--- src/clps_pkg.sv ---
// ----------------------------------------------------------------------------
// clps_pkg: shared types and constants
// Opcodes, field widths and the pin pair lookup for the charlieplex scanner.
// ----------------------------------------------------------------------------
`default_nettype none

package clps_pkg;

  localparam int OP_W     = 2;
  localparam int IDX_W    = 7;
  localparam int VAL_W    = 8;
  localparam int PIN_W    = 11;
  localparam int PINSEL_W = 4;
  localparam int SHIFT_W  = 4;
  localparam int BRIGHT_W = VAL_W + 3;
  localparam int R23_W    = 5;
  localparam int R15_W    = 4;
  // groups needed to cover the largest supported matrix
  localparam int MAX_GROUP = 10;

  localparam logic [SHIFT_W-1:0] SHIFT_RESET = 4'd3;
  localparam logic [R23_W-1:0]   R23_LAST    = 5'd22;
  localparam logic [R15_W-1:0]   R15_LAST    = 4'd14;

  typedef enum logic [OP_W-1:0] {
    OP_TICK    = 2'd0,
    OP_BIN_WR  = 2'd1,
    OP_GRAY_WR = 2'd2
  } op_t;

  typedef struct packed {
    logic [PINSEL_W-1:0] hi;
    logic [PINSEL_W-1:0] lo;
  } pin_pair_t;

  // front end to frame store
  typedef struct packed {
    logic             bin_we;
    logic             gray_we;
    logic [IDX_W-1:0] wr_addr;
    logic [VAL_W-1:0] wr_data;
    logic             rd_en;
    logic [IDX_W-1:0] rd_led;
  } mem_req_t;

  // tick context held next to the registered memory data
  typedef struct packed {
    logic             valid;
    logic             gray;
    logic [IDX_W-1:0] led;
    pin_pair_t        pair;
    logic             pair_ok;
    logic             z23;
    logic             z15;
    logic             z5;
    logic             z3;
  } tick_ctx_t;

  // group k starts at LED k*(k-1): (0,k),(k,0),(1,k),(k,1),...
  function automatic pin_pair_t pin_pair(input logic [IDX_W-1:0] led);
    int        k;
    int        off;
    pin_pair_t p;
    k = 1;
    for (int j = 1; j <= MAX_GROUP; j++) begin
      if (j * (j + 1) <= int'(led)) k++;
    end
    off = int'(led) - k * (k - 1);
    if (off % 2 == 0) begin
      p.hi = PINSEL_W'(off / 2);
      p.lo = PINSEL_W'(k);
    end else begin
      p.hi = PINSEL_W'(k);
      p.lo = PINSEL_W'(off / 2);
    end
    return p;
  endfunction

endpackage

`default_nettype wire

--- src/clps_if.sv ---
// ----------------------------------------------------------------------------
// clps_if: channel interfaces
// Command channel in, scan result channel out; valid/ready handshake.
// ----------------------------------------------------------------------------
`default_nettype none

interface clps_cmd_if;
  import clps_pkg::*;
  logic             valid;
  logic             ready;
  logic [OP_W-1:0]  opcode;
  logic [IDX_W-1:0] index;
  logic [VAL_W-1:0] value;
  modport source (output valid, output opcode, output index, output value, input ready);
  modport sink   (input valid, input opcode, input index, input value, output ready);
endinterface

interface clps_scan_if;
  import clps_pkg::*;
  logic             valid;
  logic             ready;
  logic [IDX_W-1:0] led_index;
  logic [PIN_W-1:0] pin_drive_mask;
  logic [PIN_W-1:0] pin_high_mask;
  modport source (output valid, output led_index, output pin_drive_mask,
                  output pin_high_mask, input ready);
  modport sink   (input valid, input led_index, input pin_drive_mask,
                  input pin_high_mask, output ready);
endinterface

`default_nettype wire

--- src/clps_frame_store.sv ---
// ----------------------------------------------------------------------------
// clps_frame_store: binary and grayscale frame memories
// One write and one registered read per cycle; per-entry valid bits make
// never-written entries read as zero right after reset.
// ----------------------------------------------------------------------------
`default_nettype none

module clps_frame_store #(
  parameter int NUM_LEDS = 104
) (
  input  wire                       clk,
  input  wire                       rst,
  input  clps_pkg::mem_req_t        req,
  output logic [clps_pkg::VAL_W-1:0] bin_byte,
  output logic [clps_pkg::VAL_W-1:0] gray_level
);
  import clps_pkg::*;

  localparam int FRAME_BYTES = (NUM_LEDS + 7) / 8;
  localparam int BIN_AW      = (FRAME_BYTES > 1) ? $clog2(FRAME_BYTES) : 1;
  localparam int GRAY_AW     = $clog2(NUM_LEDS);

  logic [VAL_W-1:0] bin_mem  [FRAME_BYTES];
  logic [VAL_W-1:0] gray_mem [NUM_LEDS];
  logic [FRAME_BYTES-1:0] bin_vld;
  logic [NUM_LEDS-1:0]    gray_vld;

  logic [IDX_W-1:0]   rd_byte;
  logic [BIN_AW-1:0]  bin_wa;
  logic [BIN_AW-1:0]  bin_ra;
  logic [GRAY_AW-1:0] gray_wa;
  logic [GRAY_AW-1:0] gray_ra;

  assign rd_byte = req.rd_led >> 3;
  assign bin_wa  = req.wr_addr[BIN_AW-1:0];
  assign bin_ra  = rd_byte[BIN_AW-1:0];
  assign gray_wa = req.wr_addr[GRAY_AW-1:0];
  assign gray_ra = req.rd_led[GRAY_AW-1:0];

  always_ff @(posedge clk) begin
    if (req.bin_we) begin
      bin_mem[bin_wa] <= req.wr_data;
    end
    if (req.gray_we) begin
      gray_mem[gray_wa] <= req.wr_data;
    end
    if (req.rd_en) begin
      bin_byte   <= bin_vld[bin_ra] ? bin_mem[bin_ra] : '0;
      gray_level <= gray_vld[gray_ra] ? gray_mem[gray_ra] : '0;
    end
  end

  always_ff @(posedge clk) begin
    if (rst) begin
      bin_vld  <= '0;
      gray_vld <= '0;
    end else begin
      if (req.bin_we) bin_vld[bin_wa] <= 1'b1;
      if (req.gray_we) gray_vld[gray_wa] <= 1'b1;
    end
  end

endmodule

`default_nettype wire

--- src/clps_scan_ctrl.sv ---
// ----------------------------------------------------------------------------
// clps_scan_ctrl: command decode and scan state
// Decodes words, issues frame writes and reads, advances scan position and
// PWM phase, and registers the tick context for the lit stage.
// ----------------------------------------------------------------------------
`default_nettype none

module clps_scan_ctrl #(
  parameter int NUM_LEDS = 104,
  parameter int NUM_PINS = 11
) (
  input  wire                         clk,
  input  wire                         rst,
  input  wire                         accept,
  input  wire                         advance,
  input  wire [clps_pkg::OP_W-1:0]    opcode,
  input  wire [clps_pkg::IDX_W-1:0]   index,
  input  wire [clps_pkg::VAL_W-1:0]   value,
  output clps_pkg::mem_req_t          req,
  output clps_pkg::tick_ctx_t         ctx
);
  import clps_pkg::*;

  localparam int FRAME_BYTES = (NUM_LEDS + 7) / 8;
  localparam logic [IDX_W-1:0] LAST_LED = IDX_W'(NUM_LEDS - 1);

  logic             scan_pos;
  logic [IDX_W-1:0] scan_position;
  logic [R23_W-1:0] r23;
  logic [R15_W-1:0] r15;
  logic             grayscale_mode;
  logic             tick;
  pin_pair_t        pair;

  assign scan_pos = 1'b0;
  assign tick = accept && (opcode == OP_TICK);
  assign pair = pin_pair(scan_position);

  always_comb begin
    req.bin_we  = accept && (opcode == OP_BIN_WR) && (int'(index) < FRAME_BYTES);
    req.gray_we = accept && (opcode == OP_GRAY_WR) && (int'(index) < NUM_LEDS);
    req.wr_addr = index;
    req.wr_data = value;
    req.rd_en   = tick;
    req.rd_led  = scan_position | IDX_W'(scan_pos);
  end

  always_ff @(posedge clk) begin
    if (tick) begin
      ctx.gray    <= grayscale_mode;
      ctx.led     <= scan_position;
      ctx.pair    <= pair;
      ctx.pair_ok <= (int'(pair.hi) < NUM_PINS) && (int'(pair.lo) < NUM_PINS);
      ctx.z23     <= (r23 == '0);
      ctx.z15     <= (r15 == '0);
      ctx.z5      <= (r15 == 4'd0) || (r15 == 4'd5) || (r15 == 4'd10);
      ctx.z3      <= (r15 == 4'd0) || (r15 == 4'd3) || (r15 == 4'd6) ||
                     (r15 == 4'd9) || (r15 == 4'd12);
    end
    if (rst) begin
      scan_position  <= '0;
      r23            <= '0;
      r15            <= '0;
      grayscale_mode <= 1'b0;
      ctx.valid      <= 1'b0;
    end else begin
      if (accept && opcode == OP_BIN_WR) grayscale_mode <= 1'b0;
      if (accept && opcode == OP_GRAY_WR) grayscale_mode <= 1'b1;
      if (tick) begin
        scan_position <= (scan_position == LAST_LED) ? '0 : scan_position + 1'b1;
        // phase mod 345 kept as its residues mod 23 and mod 15
        if (grayscale_mode) begin
          r23 <= (r23 == R23_LAST) ? '0 : r23 + 1'b1;
          r15 <= (r15 == R15_LAST) ? '0 : r15 + 1'b1;
        end
        ctx.valid <= 1'b1;
      end else if (advance) begin
        ctx.valid <= 1'b0;
      end
    end
  end

endmodule

`default_nettype wire

--- src/clps_out_stage.sv ---
// ----------------------------------------------------------------------------
// clps_out_stage: lit decision and result register
// Turns the read frame data into an on/off decision and the pin masks, and
// holds the result word until the sink takes it.
// ----------------------------------------------------------------------------
`default_nettype none

module clps_out_stage (
  input  wire                          clk,
  input  wire                          rst,
  input  clps_pkg::tick_ctx_t          ctx,
  input  wire [clps_pkg::VAL_W-1:0]    bin_byte,
  input  wire [clps_pkg::VAL_W-1:0]    gray_level,
  input  wire [clps_pkg::SHIFT_W-1:0]  gray_shift,
  output logic                         advance,
  clps_scan_if.source                  scan
);
  import clps_pkg::*;

  logic [BRIGHT_W-1:0] bright;
  logic                gray_on;
  logic                on;
  logic [PIN_W-1:0]    hi_bit;
  logic [PIN_W-1:0]    lo_bit;

  assign bright = {gray_level, 3'b000} >> gray_shift;

  always_comb begin
    case (bright)
      BRIGHT_W'(0): gray_on = 1'b0;
      BRIGHT_W'(1): gray_on = ctx.z23;
      BRIGHT_W'(2): gray_on = ctx.z15;
      BRIGHT_W'(3): gray_on = ctx.z5;
      BRIGHT_W'(4): gray_on = ctx.z3;
      default:      gray_on = 1'b1;
    endcase
  end

  assign on = ctx.gray ? gray_on : bin_byte[ctx.led[2:0]];
  assign hi_bit = PIN_W'(1) << ctx.pair.hi;
  assign lo_bit = PIN_W'(1) << ctx.pair.lo;
  assign advance = !scan.valid || scan.ready;

  always_ff @(posedge clk) begin
    if (rst) begin
      scan.valid <= 1'b0;
    end else if (advance) begin
      scan.valid <= ctx.valid;
    end
  end

  always_ff @(posedge clk) begin
    if (advance && ctx.valid) begin
      scan.led_index <= ctx.led;
      if (on && ctx.pair_ok) begin
        scan.pin_drive_mask <= hi_bit | lo_bit;
        scan.pin_high_mask  <= hi_bit;
      end else begin
        scan.pin_drive_mask <= '0;
        scan.pin_high_mask  <= '0;
      end
    end
  end

endmodule

`default_nettype wire

--- src/charlieplex_led_scanner_unit.sv ---
// ----------------------------------------------------------------------------
// charlieplex_led_scanner_unit: charlieplexed LED matrix scanner
// Holds binary and grayscale frames in memory and emits pin masks per tick.
// ----------------------------------------------------------------------------
// A tick word's result goes through the frame memory read register, then
//   the lit decision into the result register.
// One word per cycle unless the sink stalls; writes give no result word.
// Frame writes and tick reads all happen at the acceptance edge, in order.
// Reset: frames read as zero at once through per-entry valid bits, no
//   clearing pass; scan position and phase zero, binary mode, gray_shift 3.
`default_nettype none

module charlieplex_led_scanner_unit #(
  parameter int NUM_LEDS = 104,
  parameter int NUM_PINS = 11
) (
  input  wire                          clk,
  input  wire                          rst,
  input  wire                          cfg_we,
  input  wire [clps_pkg::SHIFT_W-1:0]  cfg_data,
  clps_cmd_if.sink                     cmd,
  clps_scan_if.source                  scan
);
  import clps_pkg::*;

  logic [SHIFT_W-1:0] gray_shift;
  logic               accept;
  logic               advance;
  mem_req_t           req;
  tick_ctx_t          ctx;
  logic [VAL_W-1:0]   bin_byte;
  logic [VAL_W-1:0]   gray_level;

  assign cmd.ready = !ctx.valid || advance;
  assign accept    = cmd.valid && cmd.ready;

  always_ff @(posedge clk) begin
    if (rst) begin
      gray_shift <= SHIFT_RESET;
    end else if (cfg_we) begin
      gray_shift <= cfg_data;
    end
  end

  clps_scan_ctrl #(.NUM_LEDS(NUM_LEDS), .NUM_PINS(NUM_PINS)) u_ctrl (
    .clk     (clk),
    .rst     (rst),
    .accept  (accept),
    .advance (advance),
    .opcode  (cmd.opcode),
    .index   (cmd.index),
    .value   (cmd.value),
    .req     (req),
    .ctx     (ctx)
  );

  clps_frame_store #(.NUM_LEDS(NUM_LEDS)) u_store (
    .clk        (clk),
    .rst        (rst),
    .req        (req),
    .bin_byte   (bin_byte),
    .gray_level (gray_level)
  );

  clps_out_stage u_out (
    .clk        (clk),
    .rst        (rst),
    .ctx        (ctx),
    .bin_byte   (bin_byte),
    .gray_level (gray_level),
    .gray_shift (gray_shift),
    .advance    (advance),
    .scan       (scan)
  );

  // both stages full and the sink stalled: no room for another word
  a_full_stall: assert property (@(posedge clk) disable iff (rst)
    (ctx.valid && scan.valid && !scan.ready) |-> !cmd.ready)
    else $error("command taken with both stages full");

  a_led_range: assert property (@(posedge clk) disable iff (rst)
    ctx.valid |-> (int'(ctx.led) < NUM_LEDS))
    else $error("scan position out of range");

  a_high_in_drive: assert property (@(posedge clk) disable iff (rst)
    scan.valid |-> ((scan.pin_high_mask & ~scan.pin_drive_mask) == '0))
    else $error("high pin not driven");

  a_two_pins: assert property (@(posedge clk) disable iff (rst)
    scan.valid |-> ($countones(scan.pin_drive_mask) == 0 ||
                    $countones(scan.pin_drive_mask) == 2))
    else $error("drive mask must select zero or two pins");

  a_tick_reads: assert property (@(posedge clk) disable iff (rst)
    (accept && cmd.opcode == OP_TICK) |=> ctx.valid)
    else $error("tick word lost before the lit stage");

endmodule

`default_nettype wire
--- src/flat_wrapper.sv ---
// flat-port wrapper written by rule: the top's interface ports become plain ports
module charlieplex_led_scanner_unit_flat import clps_pkg::*;
#(
  parameter int NUM_LEDS = 104,
  parameter int NUM_PINS = 11
)
  (clk, rst, cfg_we, cfg_data, cmd_valid, cmd_opcode, cmd_index, cmd_value, cmd_ready, scan_valid, scan_led_index, scan_pin_drive_mask, scan_pin_high_mask, scan_ready);
  clps_cmd_if cmd_i ();
  clps_scan_if scan_i ();
  input  wire clk;
  input  wire rst;
  input  wire cfg_we;
  input  wire [clps_pkg::SHIFT_W-1:0] cfg_data;
  input wire logic [$bits(cmd_i.valid)-1:0] cmd_valid;
  input wire logic [$bits(cmd_i.opcode)-1:0] cmd_opcode;
  input wire logic [$bits(cmd_i.index)-1:0] cmd_index;
  input wire logic [$bits(cmd_i.value)-1:0] cmd_value;
  output wire logic [$bits(cmd_i.ready)-1:0] cmd_ready;
  output wire logic [$bits(scan_i.valid)-1:0] scan_valid;
  output wire logic [$bits(scan_i.led_index)-1:0] scan_led_index;
  output wire logic [$bits(scan_i.pin_drive_mask)-1:0] scan_pin_drive_mask;
  output wire logic [$bits(scan_i.pin_high_mask)-1:0] scan_pin_high_mask;
  input wire logic [$bits(scan_i.ready)-1:0] scan_ready;
  assign cmd_i.valid = cmd_valid;
  assign cmd_i.opcode = cmd_opcode;
  assign cmd_i.index = cmd_index;
  assign cmd_i.value = cmd_value;
  assign cmd_ready = cmd_i.ready;
  assign scan_valid = scan_i.valid;
  assign scan_led_index = scan_i.led_index;
  assign scan_pin_drive_mask = scan_i.pin_drive_mask;
  assign scan_pin_high_mask = scan_i.pin_high_mask;
  assign scan_i.ready = scan_ready;
  charlieplex_led_scanner_unit #(.NUM_LEDS(NUM_LEDS), .NUM_PINS(NUM_PINS)) u_core (.clk(clk), .rst(rst), .cfg_we(cfg_we), .cfg_data(cfg_data), .cmd(cmd_i), .scan(scan_i));
endmodule
--- config.mk ---
export PLATFORM = sky130hd
export DESIGN_NAME = charlieplex_led_scanner_unit_flat
export DESIGN_NICKNAME = d
export VERILOG_FILES = /design/src/clps_pkg.sv /design/src/clps_if.sv /design/src/clps_frame_store.sv /design/src/clps_scan_ctrl.sv /design/src/clps_out_stage.sv /design/src/charlieplex_led_scanner_unit.sv /design/src/flat_wrapper.sv
export SDC_FILE = /design/constraint.sdc
export NUM_CORES = 1
export LEC_CHECK = 0
export BUFFER_PORTS_ARGS = -buffer_cell sky130_fd_sc_hd__buf_2
export CAP_MARGIN = 10
export CORE_AREA = 2 2 352 354
export DETAILED_ROUTE_END_ITERATION = 16
export DIE_AREA = 0 0 354 356
export GPL_TIMING_DRIVEN = 0
export REMOVE_ABC_BUFFERS = 1
export SLEW_MARGIN = 20
export SYNTH_ARGS = -nofsm -noshare
export SYNTH_HDL_FRONTEND = slang
export SYNTH_SLANG_ARGS = --single-unit
export TNS_END_PERCENT = 20
--- constraint.sdc ---
create_clock -name clk -period 14.8 [get_ports clk]
set_clock_uncertainty 0.1 [all_clocks]
set_input_delay 2.96 -clock clk [delete_from_list [all_inputs] [get_ports clk]]
set_output_delay 2.96 -clock clk [all_outputs]
set_load 0.1 [all_outputs]
==> impl_table.tex <==
\begin{tabular}{lr}
\hline
Metric & Value \\
\hline
\multicolumn{2}{l}{\textbf{Setup path}} \\
R2R Setup Slk & 0.51 ns \\
Nature of the critical path startpoint & register \\
Slowest library cell on the worst path & fa\_2 \\
Crit path capture type & register \\
Required time of the critical path & 15.10 ns \\
Delay contributed by the slowest stage of the critical path & 0.62 ns \\
FF-to-FF path depth & 65 \\
CP Class & register to register \\
Cell occurring most often along the worst timing path & ha\_4 \\
Capture instance of the worst register-to-register path & u\_core.u\_ctrl.ctx[4] \\
Data arrival time at the worst-slack endpoint & 14.59 ns \\
R2R Path Start & u\_core.u\_ctrl.scan\_position[1] \\
Critical Path Fanout Max & 6 \\
\multicolumn{2}{l}{\textbf{Timing}} \\
Final setup violation count & 0 \\
Slew @ Worst Pin & 1.11 ns \\
Fin. Hold Viols & 0 \\
Post-route setup slack & 0.510 ns \\
Share of the clock period used by the worst path after layout & 0.966 \\
Final Max Tran Viols & 0 \\
Max frequency & 70.0 MHz \\
Worst max-slew margin expressed relative to the limit & 0.255 \\
Final Critical Period & 14.29 ns \\
\multicolumn{2}{l}{\textbf{Clocking}} \\
Number of clock sinks & 1142 \\
Maximum count of clock buffers along a single path & 3 \\
Number of CTS-inserted buffers & 110 \\
Clk slew on worst S/H paths & 0.07 ns \\
Clock latency on the worst-skew pair & 0.68 ns \\
CTS root buf & clkbuf\_16 \\
Total number of H-tree levels & 3 \\
Clock tree from TritonCTS & yes \\
\multicolumn{2}{l}{\textbf{Detailed routing}} \\
Average detailed-routed wire length per instance & 22.1 um \\
Number of vias per cell after detailed routing & 5.31 \\
Post-route ant nets & 0 \\
Initial DRT Pass Iterations & 5 \\
Drt drc & 0 \\
Vias & 28600 \\
Wire length reported by the detailed router & 119000 um \\
DRT iter0 DRCs & 2387 \\
\multicolumn{2}{l}{\textbf{Layout}} \\
Count of nets after finishing & 4105 \\
Share of layout cells above drive strength 1 & 0.210 \\
Area added between synthesis and finish & 14.4\% \\
Share of the core filled with cells & 0.510 \\
\multicolumn{2}{l}{\textbf{Logic synthesis}} \\
Total standard cell area after synthesis & 0.0546 mm\^{}2 \\
Syn\_area\_per\_cell & 16.3 um\^{}2 \\
EDFF count, synth & 1002 \\
Share of flip-flops with an asynchronous set or reset after synthesis & 0 \\
Count of state elements after synthesis & 1142 \\
Mapped Cells & 3349 \\
Synth warn & 0 \\
Primary FF master, synth & edfxtp\_1 \\
Share of synthesized area occupied by flip-flops and latches & 0.602 \\
Distinct cell type count of the synthesized netlist & 86 \\
\multicolumn{2}{l}{\textbf{Min path}} \\
Cell depth of the worst min-delay path & 0 \\
Startpoint of the tightest hold check path & u\_core.u\_ctrl.ctx[19] \\
Capture endpoint of the worst hold path & u\_core.u\_out.scan.led\_index[6] \\
Worst min-delay path class & register to register \\
\multicolumn{2}{l}{\textbf{Outcome}} \\
Result of the run & completed \\
\multicolumn{2}{l}{\textbf{Global route}} \\
Global-route wire length before repair & 183000 um \\
Number of global-route vias before repair & 29300 \\
Total gr overflow & 0 \\
Global router's overall resource usage & 0.192 \\
Antenna violations before repair & 3 \\
Pin count of the biggest net entering global routing & 95 \\
\multicolumn{2}{l}{\textbf{Run}} \\
Number of maximum-capacitance violations & 0 \\
\multicolumn{2}{l}{\textbf{Power}} \\
Areal power density over the cells & 150 mW/mm\^{}2 \\
Largest vdd supply drop & 331 uV \\
Leakage Power & 0.0218 uW \\
\multicolumn{2}{l}{\textbf{Floorplan}} \\
Vertical extent of the die & 356 um \\
Die X-Extent & 354 um \\
Top-level I/O count & 57 \\
Die area & 0.126 mm\^{}2 \\
Number of placement rows & 129 \\
CORE AREA & 0.123 mm\^{}2 \\
Initial Util & 0.445 \\
\multicolumn{2}{l}{\textbf{Placed design}} \\
Number of I/O port buffers & 56 \\
Estimated wirelength of the detail-placed design & 77800 um \\
Setup WS pre-CTS & -2.52 ns \\
Final weighted congestion of routability-driven global placement & 0.791 \\
\hline
\end{tabular}
## where the power goes
| group | switching (uW) | internal, uW | total (uW) |
|---|---|---|---|
| combinational | 1690 | 1440 | 3130 |
| clock | 1180 | 1540 | 2710 |
| sequential | 6.06 | 3510 | 3510 |
## critical path, delay by kind of cell (launching register included)
kind,cells,cell delay (ns)
buf+inv,7,0.52
xor+xnor,2,0.36
flops,1,0.39
fa+ha+maj,21,6.55
compound gates,21,3.77
mux,2,0.45
simple gates,12,1.82
## layer usage
layer  track usage  part of all wire  up-vias
li1              -                 -    12800
met1         0.282              0.45    14900
met2         0.306              0.48      755
met3        0.0308             0.057      137
met4        0.0379             0.016        0
met5             0                 0        -
## cell usage in the layout, fill, tap and decap left out, types with 18 or more instances in the layout
master	Yosys	layout
a21oi_1	43	40
edfxtp_1	1002	1002
nand2_1	67	63
clkbuf_16	0	112
fa_1	214	208
nor2_1	397	395
ha_1	213	199
dfxtp_1	140	133
o21ai_0	21	20
o21ba_2	20	20
nor2b_1	29	28
mux2i_1	30	30
xnor2_1	26	23
a21o_1	28	28
clkbuf_1	86	37
conb_1	2	182
buf_16	0	28
mux4_2	334	334
nand3_1	23	20
buf_2	12	48
or2_2	25	23
clkinv_2	0	18
inv_1	372	366
buf_4	1	48
clkinv_1	1	18
## synth_stat cells, types with 6 or more instances
| master | count | area share |
|---|---|---|
| xor2_1 | 13 | 0.0021 |
| o21a_1 | 6 | 0.00082 |
| nand3b_1 | 6 | 0.00082 |
| dfxtp_1 | 140 | 0.051 |
| xnor2_1 | 26 | 0.0042 |
| edfxtp_1 | 1002 | 0.55 |
| inv_1 | 372 | 0.026 |
| o22ai_1 | 14 | 0.0016 |
| or3_1 | 10 | 0.0011 |
| buf_2 | 12 | 0.0011 |
| a21o_1 | 28 | 0.0038 |
| nor2_1 | 397 | 0.027 |
| fa_1 | 214 | 0.078 |
| buf_1 | 39 | 0.0027 |
| a21oi_1 | 43 | 0.0039 |
| or2_2 | 25 | 0.0029 |
| clkbuf_1 | 86 | 0.0059 |
| nand2_1 | 67 | 0.0046 |
| mux2i_1 | 30 | 0.0055 |
| nor3_1 | 11 | 0.0010 |
| o21ba_2 | 20 | 0.0037 |
| and2_1 | 6 | 0.00069 |
| o211ai_1 | 8 | 0.0011 |
| ha_1 | 213 | 0.049 |
| o21ai_0 | 21 | 0.0019 |
| mux4_2 | 334 | 0.14 |
| a211oi_1 | 12 | 0.0016 |
| nand4_1 | 15 | 0.0017 |
| nor2b_1 | 29 | 0.0033 |
| nand2b_1 | 13 | 0.0015 |
| a31oi_1 | 8 | 0.00092 |
| nand3_1 | 23 | 0.0021 |
## kinds of logic after synthesis
logic type / Yosys count / share of synthesized area
flip-flops: 1142 / 0.602
AND/OR/NAND/NOR: 633 / 0.0522
buffers and inverters: 518 / 0.0364
adder cells (fa/ha/maj): 428 / 0.127
multiplexers: 372 / 0.145
AO/OA/AOI/OAI: 208 / 0.0276
XOR/XNOR: 46 / 0.00889
other: 2 / 0.000137
## area by class of cell
cell class / count / area (um^2)
well taps: 1637 / 2050
multi-input cells: 1869 / 20800
clock inverters: 49 / 385
fillers: 10200 / 60200
repair buffers: 152 / 1810
flip-flops and latches: 1142 / 32900
clock buffers: 160 / 3090
inverters: 377 / 1430
diodes: 2 / 5.00
## metrics by stage
| step | std cells | cell area (um^2) | setup TNS [ns] | power (uW) | hold slack [ns] |
|---|---|---|---|---|---|
| after global routing | 5387 | 62500 | -0.0224 | 10100 | 0.341 |
| after detailed placement | 5128 | 58200 | -14.82 | 6520 | 0.305 |
| after floorplan | 3388 | 54700 | -90.23 | 5850 | 0.300 |
| after CTS | 5372 | 62200 | 0 | 9390 | 0.317 |
| after global placement | 5081 | 57100 | -213.26 | 6560 | 0.301 |
| final | 5388 | 62500 | 0 | 9360 | 0.318 |
## flip-flops by register name, indices dropped and copies added (netlist names), 5 cells and up
register                          count
u_core.u_out.scan.pin_high_mask      11
u_core.u_store.bin_mem              104
u_core.u_out.scan.pin_drive_mask     11
u_core.u_store.gray_vld             104
u_core.u_store.bin_vld               13
u_core.u_store.gray_level             8
u_core.u_out.scan.led_index           7
u_core.u_ctrl.r23                     5
u_core.u_ctrl.scan_position           7
u_core.u_ctrl.ctx                    22
u_core.u_store.gray_mem             832
u_core.u_store.bin_byte               8
## how the worst max path moves through the flow
| stage | start | endpoint |
|---|---|---|
| global route | u_core.u_ctrl.scan_position[1] | u_core.u_ctrl.ctx[4] |
| finish | u_core.u_ctrl.scan_position[1] | u_core.u_ctrl.ctx[4] |
| CTS | u_core.u_ctrl.scan_position[1] | u_core.u_ctrl.ctx[4] |
| detailed placement | u_core.u_ctrl.scan_position[1] | u_core.u_ctrl.ctx[4] |
| floorplan | u_core.u_ctrl.scan_position[0] | u_core.u_ctrl.ctx[4] |
| global placement | u_core.u_ctrl.scan_position[0] | u_core.u_ctrl.ctx[4] |
## timing repair
action | 4_1_cts | 5_1_grt
cloned | 2 | 0
resized for setup | 38 | 39
endpoints found under the setup margin | 7 | 7
buffers inserted | 33 | 14
pin swaps | 18 | 39
hold buffers | 0 | 0
Power figures use the tool's default switching activity.
